**config.mk**
```make
export PLATFORM = sky130hd
export DESIGN_NAME = mse_cell
export DESIGN_NICKNAME = d
export VERILOG_FILES = /design/src/rtl/mse_pkg.sv /design/src/rtl/mse_cell.sv
export SDC_FILE = /design/constraint.sdc
export NUM_CORES = 1
export LEC_CHECK = 0
export CAP_MARGIN = 20
export CORE_MARGIN = 3
export CORE_UTILIZATION = 23
export DETAILED_ROUTE_END_ITERATION = 10
export DONT_BUFFER_PORTS = 1
export PLACE_DENSITY_LB_ADDON = 0.25
export SYNTH_ARGS = -nofsm -noshare
export SYNTH_HDL_FRONTEND = slang
export SYNTH_SLANG_ARGS = --single-unit
```
**constraint.sdc**
```tcl
create_clock -name clk_i -period 7.5 [get_ports clk_i]
set_clock_uncertainty 0.05 [all_clocks]
set_input_delay 1.5 -clock clk_i [delete_from_list [all_inputs] [get_ports clk_i]]
set_output_delay 1.5 -clock clk_i [all_outputs]
set_load 0.02 [all_outputs]
```
**src/rtl/mse_pkg.sv**
```systemverilog
// ----------------------------------------------------------------------------
// mse_pkg
// Shared types and constants for the merge sort engine core.
// ----------------------------------------------------------------------------
package mse_pkg;

  localparam int unsigned SORT_DEPTH = 64;
  localparam int unsigned VALUE_W    = 32;
  localparam int unsigned CNT_W      = $clog2(SORT_DEPTH + 1);

  typedef logic signed [VALUE_W-1:0] value_t;
  typedef logic [CNT_W-1:0]          count_t;

  typedef enum logic {
    ST_LOAD,
    ST_DRAIN
  } state_e;

  // Per-cycle command broadcast to every cell
  typedef struct packed {
    logic ins;    // insert the broadcast value in sorted position
    logic shift;  // move every value one cell toward the head
  } cell_ctrl_t;

endpackage

```
**src/rtl/mse_cell.sv**
```systemverilog
// ----------------------------------------------------------------------------
// mse_cell
// One slot of the insertion sorter: holds a value and an occupied flag,
// compares against the broadcast value and takes from a neighbor on demand.
// ----------------------------------------------------------------------------
module mse_cell (
  input  logic                clk_i,
  input  logic                rst_ni,
  input  mse_pkg::cell_ctrl_t ctrl_i,
  input  mse_pkg::value_t     new_val_i,
  input  logic                left_gt_i,
  input  mse_pkg::value_t     left_val_i,
  input  logic                left_valid_i,
  input  mse_pkg::value_t     right_val_i,
  input  logic                right_valid_i,
  output mse_pkg::value_t     val_o,
  output logic                valid_o,
  output logic                gt_o
);

  mse_pkg::value_t val_q, val_d;
  logic            valid_q, valid_d;

  // Strict compare keeps equal values in arrival order; empty slots rank last.
  assign gt_o    = !valid_q || (val_q > new_val_i);
  assign val_o   = val_q;
  assign valid_o = valid_q;

  always_comb begin
    val_d   = val_q;
    valid_d = valid_q;
    if (ctrl_i.ins) begin
      if (left_gt_i) begin
        val_d   = left_val_i;
        valid_d = left_valid_i;
      end else if (gt_o) begin
        val_d   = new_val_i;
        valid_d = 1'b1;
      end
    end else if (ctrl_i.shift) begin
      val_d   = right_val_i;
      valid_d = right_valid_i;
    end
  end

  always_ff @(posedge clk_i or negedge rst_ni) begin
    if (!rst_ni) begin
      valid_q <= 1'b0;
    end else begin
      valid_q <= valid_d;
    end
  end

  always_ff @(posedge clk_i) begin
    val_q <= val_d;
  end

endmodule
```
==> metrics.txt <==
sequential area share after synthesis 38.46%; Top Ports 137; met3 wirelength from detailed routing 537 µm; number of placed cells counting well taps between 300 and 400; total track usage 10.70%; final RePlAce weighted congestion 0.7313; power density normalized to cell area about 180 nW/µm²; number of pins exceeding their max-slew limit in the final report 0; reg-to-reg setup timing slack 4060 ps; number of nets in the layout 405; htree depth 2; clk root buf sky130_fd_sc_hd__clkbuf_8; antenna diode instance count 0; Synth Area in Simple Gates 13.27%; longest individual stage delay on the worst path 660 ps; via count of the first global-routing pass 2008; arrival time at the worst endpoint 3420 ps; maximum number of pins on one net before global-route repair 69; Total Negative Setup Slacks 0 ps; count of non-filler cells in the finished layout 406; count of cell types in the netlist 30; yosys warns 0; total detailed-routing wirelength 6693 µm; Via density 4.631; buffers added on ports 0; CTS Buf Count 5; list of cells traversed by the critical path inv_1 > ha_1 > nand4_1 > nor4_4 > nor3b_2 > a211oi_1 > o21ai_0; CP Capture Point gt_o; Starting DRT DRC Count 62; routed wire length per instance roughly 16 µm; Setup-failing EPs final 0; detailed placer's ending HPWL 5325 µm; number of antenna violations at the first check in global routing 0; Mean Syn Cell Area 9.391 µm²; count of cells along the worst register-to-register path 7; post-route DRC violation count 0; reg-to-reg startpoint val_o[27]$_DFFE_PP_; Peak Freq 0.2013 GHz; post-route antenna net violation count 0; transition time at the pin with the least slew margin 845.8 ps; multi-input gate area in the final layout 1406 µm²; Max-Cap Viols 0; Compound-Gate Fraction of Synth Area 12.84%; type of element capturing the critical path primary output; unrepaired setup endpoints after global routing false; wire length of the first global-routing pass 10630 µm; critical path launch point new_val_i[27]; proportion of layout cells with a drive suffix above 1 between 4 and 5%; TritonCTS clock tree done; post-route minimum period 4969 ps; area of the core 10600 µm²; count of fill cells added during filler insertion around 1100; cell family with most CP delay simple AND/OR/NAND/NOR gates; worst-path maximum fanout 4; xor/xnor share of the synthesized area 0%; WS Path Type primary input to primary output; register clock-pin slew on the reported worst setup and hold paths 70 ps; static leakage about 0.0012 µW; Highest Signal Layer met4; multiplexer share of the synthesized area around an eighth; worst rel slew slack a little over two fifths; area added between synthesis and finish 8.345%; fraction of the core area covered by cells at the end of the flow 26.20%; vertical extent of the die 111.6 µm; path length in cells of the critical path 7; clk sinks 33; DIE WIDTH 111.6 µm; required time reported for the critical path endpoint 5950 ps; combinational family with the most area after synthesis adder cells; floorplan die area 12450 µm²; number of buffers on the longest clock path 2; floorplan row count 37; path type of the worst min-delay path primary input to async pin; worst hold slack 855.8 ps; combined area of all synthesized cells 2564 µm²; Starting Density 24.18%; total vias in the final route 1880; wl on met1 2831 µm; latest clock arrival within the worst-skew pair 280 ps; worst-case vdd ir drop ~56 µV; total design power 511.1 µW; final global-route overflow total 0; number of buffers added for setup after CTS 0; Resized Gates After CTS 0; adder and majority gate portion of the synthesized area 15.62%; flops & latches, synth 33; buffering stage count on the worst path with inverters included 1; sort of element at the start of the critical path primary input; Critical R2R Capture val_o[20]$_DFFE_PP_; final count of hold timing violations 0; met2 wire length approximately 3300 µm; portion of the clock cycle consumed by the worst path in the final layout 66.25%; CTS hold repair buffers 0; Max stage delay cell, worst path sky130_fd_sc_hd__o21ai_0; outcome complete, no violations; number of detailed-routing iterations run before antenna repair 4; post-synthesis net count 408; Register Area ~990 µm²; synthesized instance count approximately 270
[worst reg2reg max path: cells and delay by family (launching register included)]
| kind | cells | cell delay, ps |
|---|---|---|
| and+or+nand+nor | 4 | 1600 |
| DFF | 1 | 510 |
| buffers and inverters | 1 | 470 |
| adders and majority gates | 1 | 370 |
| AOI/OAI and AO/OA | 1 | 110 |
[worst min path at each step]
stage	to	slack, ps	depth (start not counted)
after floorplan	valid_o$_DFFE_PN0P_	780	2
after global placement	valid_o$_DFFE_PN0P_	860	2
after detailed placement	valid_o$_DFFE_PN0P_	880	2
after CTS	valid_o$_DFFE_PN0P_	840	0
after global routing	valid_o$_DFFE_PN0P_	830	0
final	valid_o$_DFFE_PN0P_	860	0
[layout make-up]
cell class              instances  share of cell area [%]
clock buffers                   6                   2.613
repair buffers                  1                  0.2703
clock inverters                 1                  0.1351
well taps                     136                   6.126
flip-flops and latches         33                   35.50
multi-input cells             194                   50.63
inverters                      35                   4.730
[cells by family after synthesis]
family | Yosys count
AO/OA/AOI/OAI | 61
adder cells (fa/ha/maj) | 32
buffers and inverters | 46
flip-flops | 33
multiplexers | 33
AND/OR/NAND/NOR | 68
[power breakdown]
part	total (µW)	switching, µW	internal (µW)
combinational	106	59.5	46.1
sequential	273	42.0	231
clock	133	69.8	62.8
[through the flow]
| stage | area (µm²) | setup slack, ps |
|---|---|---|
| final | 2778 | 2531 |
| after CTS | 2778 | 2461 |
| after detailed placement | 2701 | 2449 |
| after global routing | 2778 | 2378 |
| after floorplan | 2564 | 2080 |
| after global placement | 2701 | 2494 |
[cell usage in the layout (no fill, tap or decap), types with 6 or more instances in the layout]
| cell type | instances |
|---|---|
| sky130_fd_sc_hd__nand3_1 | 6 |
| sky130_fd_sc_hd__a21oi_1 | 46 |
| sky130_fd_sc_hd__nand2_1 | 10 |
| sky130_fd_sc_hd__edfxtp_1 | 32 |
| sky130_fd_sc_hd__mux2i_1 | 32 |
| sky130_fd_sc_hd__o21ai_0 | 7 |
| sky130_fd_sc_hd__ha_1 | 32 |
| sky130_fd_sc_hd__nor2_1 | 34 |
| sky130_fd_sc_hd__inv_1 | 35 |
| sky130_fd_sc_hd__nand4_1 | 8 |
[per-layer routing]
layer / GRT usage (%) / vias to the layer above
met5: 0 / -
met4: 2.839 / 0
met3: 3.859 / 2
met2: 18.42 / 76
met1: 12.64 / 832
li1: - / 970
[cell usage after synthesis]
cell / instances / area (µm²)
sky130_fd_sc_hd__a2111oi_0: 1 / 8.760
sky130_fd_sc_hd__o21ai_0: 7 / 35.03
sky130_fd_sc_hd__nor3_1: 3 / 15.01
sky130_fd_sc_hd__nand4_4: 1 / 21.27
sky130_fd_sc_hd__a211oi_1: 2 / 15.01
sky130_fd_sc_hd__buf_2: 3 / 15.01
sky130_fd_sc_hd__nor4_4: 1 / 21.27
sky130_fd_sc_hd__o22ai_1: 1 / 6.260
sky130_fd_sc_hd__edfxtp_1: 32 / 960.9
sky130_fd_sc_hd__clkbuf_1: 7 / 26.28
sky130_fd_sc_hd__inv_1: 35 / 131.4
sky130_fd_sc_hd__nor2b_1: 1 / 6.260
sky130_fd_sc_hd__a21oi_1: 46 / 230.2
sky130_fd_sc_hd__mux2i_1: 32 / 320.3
sky130_fd_sc_hd__nand4_1: 8 / 50.05
sky130_fd_sc_hd__ha_1: 32 / 400.4
sky130_fd_sc_hd__o22a_1: 1 / 8.760
sky130_fd_sc_hd__dfrtp_1: 1 / 25.02
sky130_fd_sc_hd__nor2_1: 34 / 127.6
sky130_fd_sc_hd__buf_1: 1 / 3.750
sky130_fd_sc_hd__mux2_2: 1 / 11.26
sky130_fd_sc_hd__and3_1: 1 / 6.260
sky130_fd_sc_hd__nand2b_1: 1 / 6.260
sky130_fd_sc_hd__nand2_1: 10 / 37.54
sky130_fd_sc_hd__nor4_1: 1 / 6.260
sky130_fd_sc_hd__a211o_1: 1 / 8.760
sky130_fd_sc_hd__a221oi_1: 1 / 8.760
sky130_fd_sc_hd__a21boi_0: 1 / 7.510
sky130_fd_sc_hd__nand3_1: 6 / 30.03
sky130_fd_sc_hd__nor3b_2: 1 / 12.51
[registers in the layout, indices dropped and copies added (netlist names)]
register	count
val_o	32
valid_o	1
(Power assumes the default switching activity.)
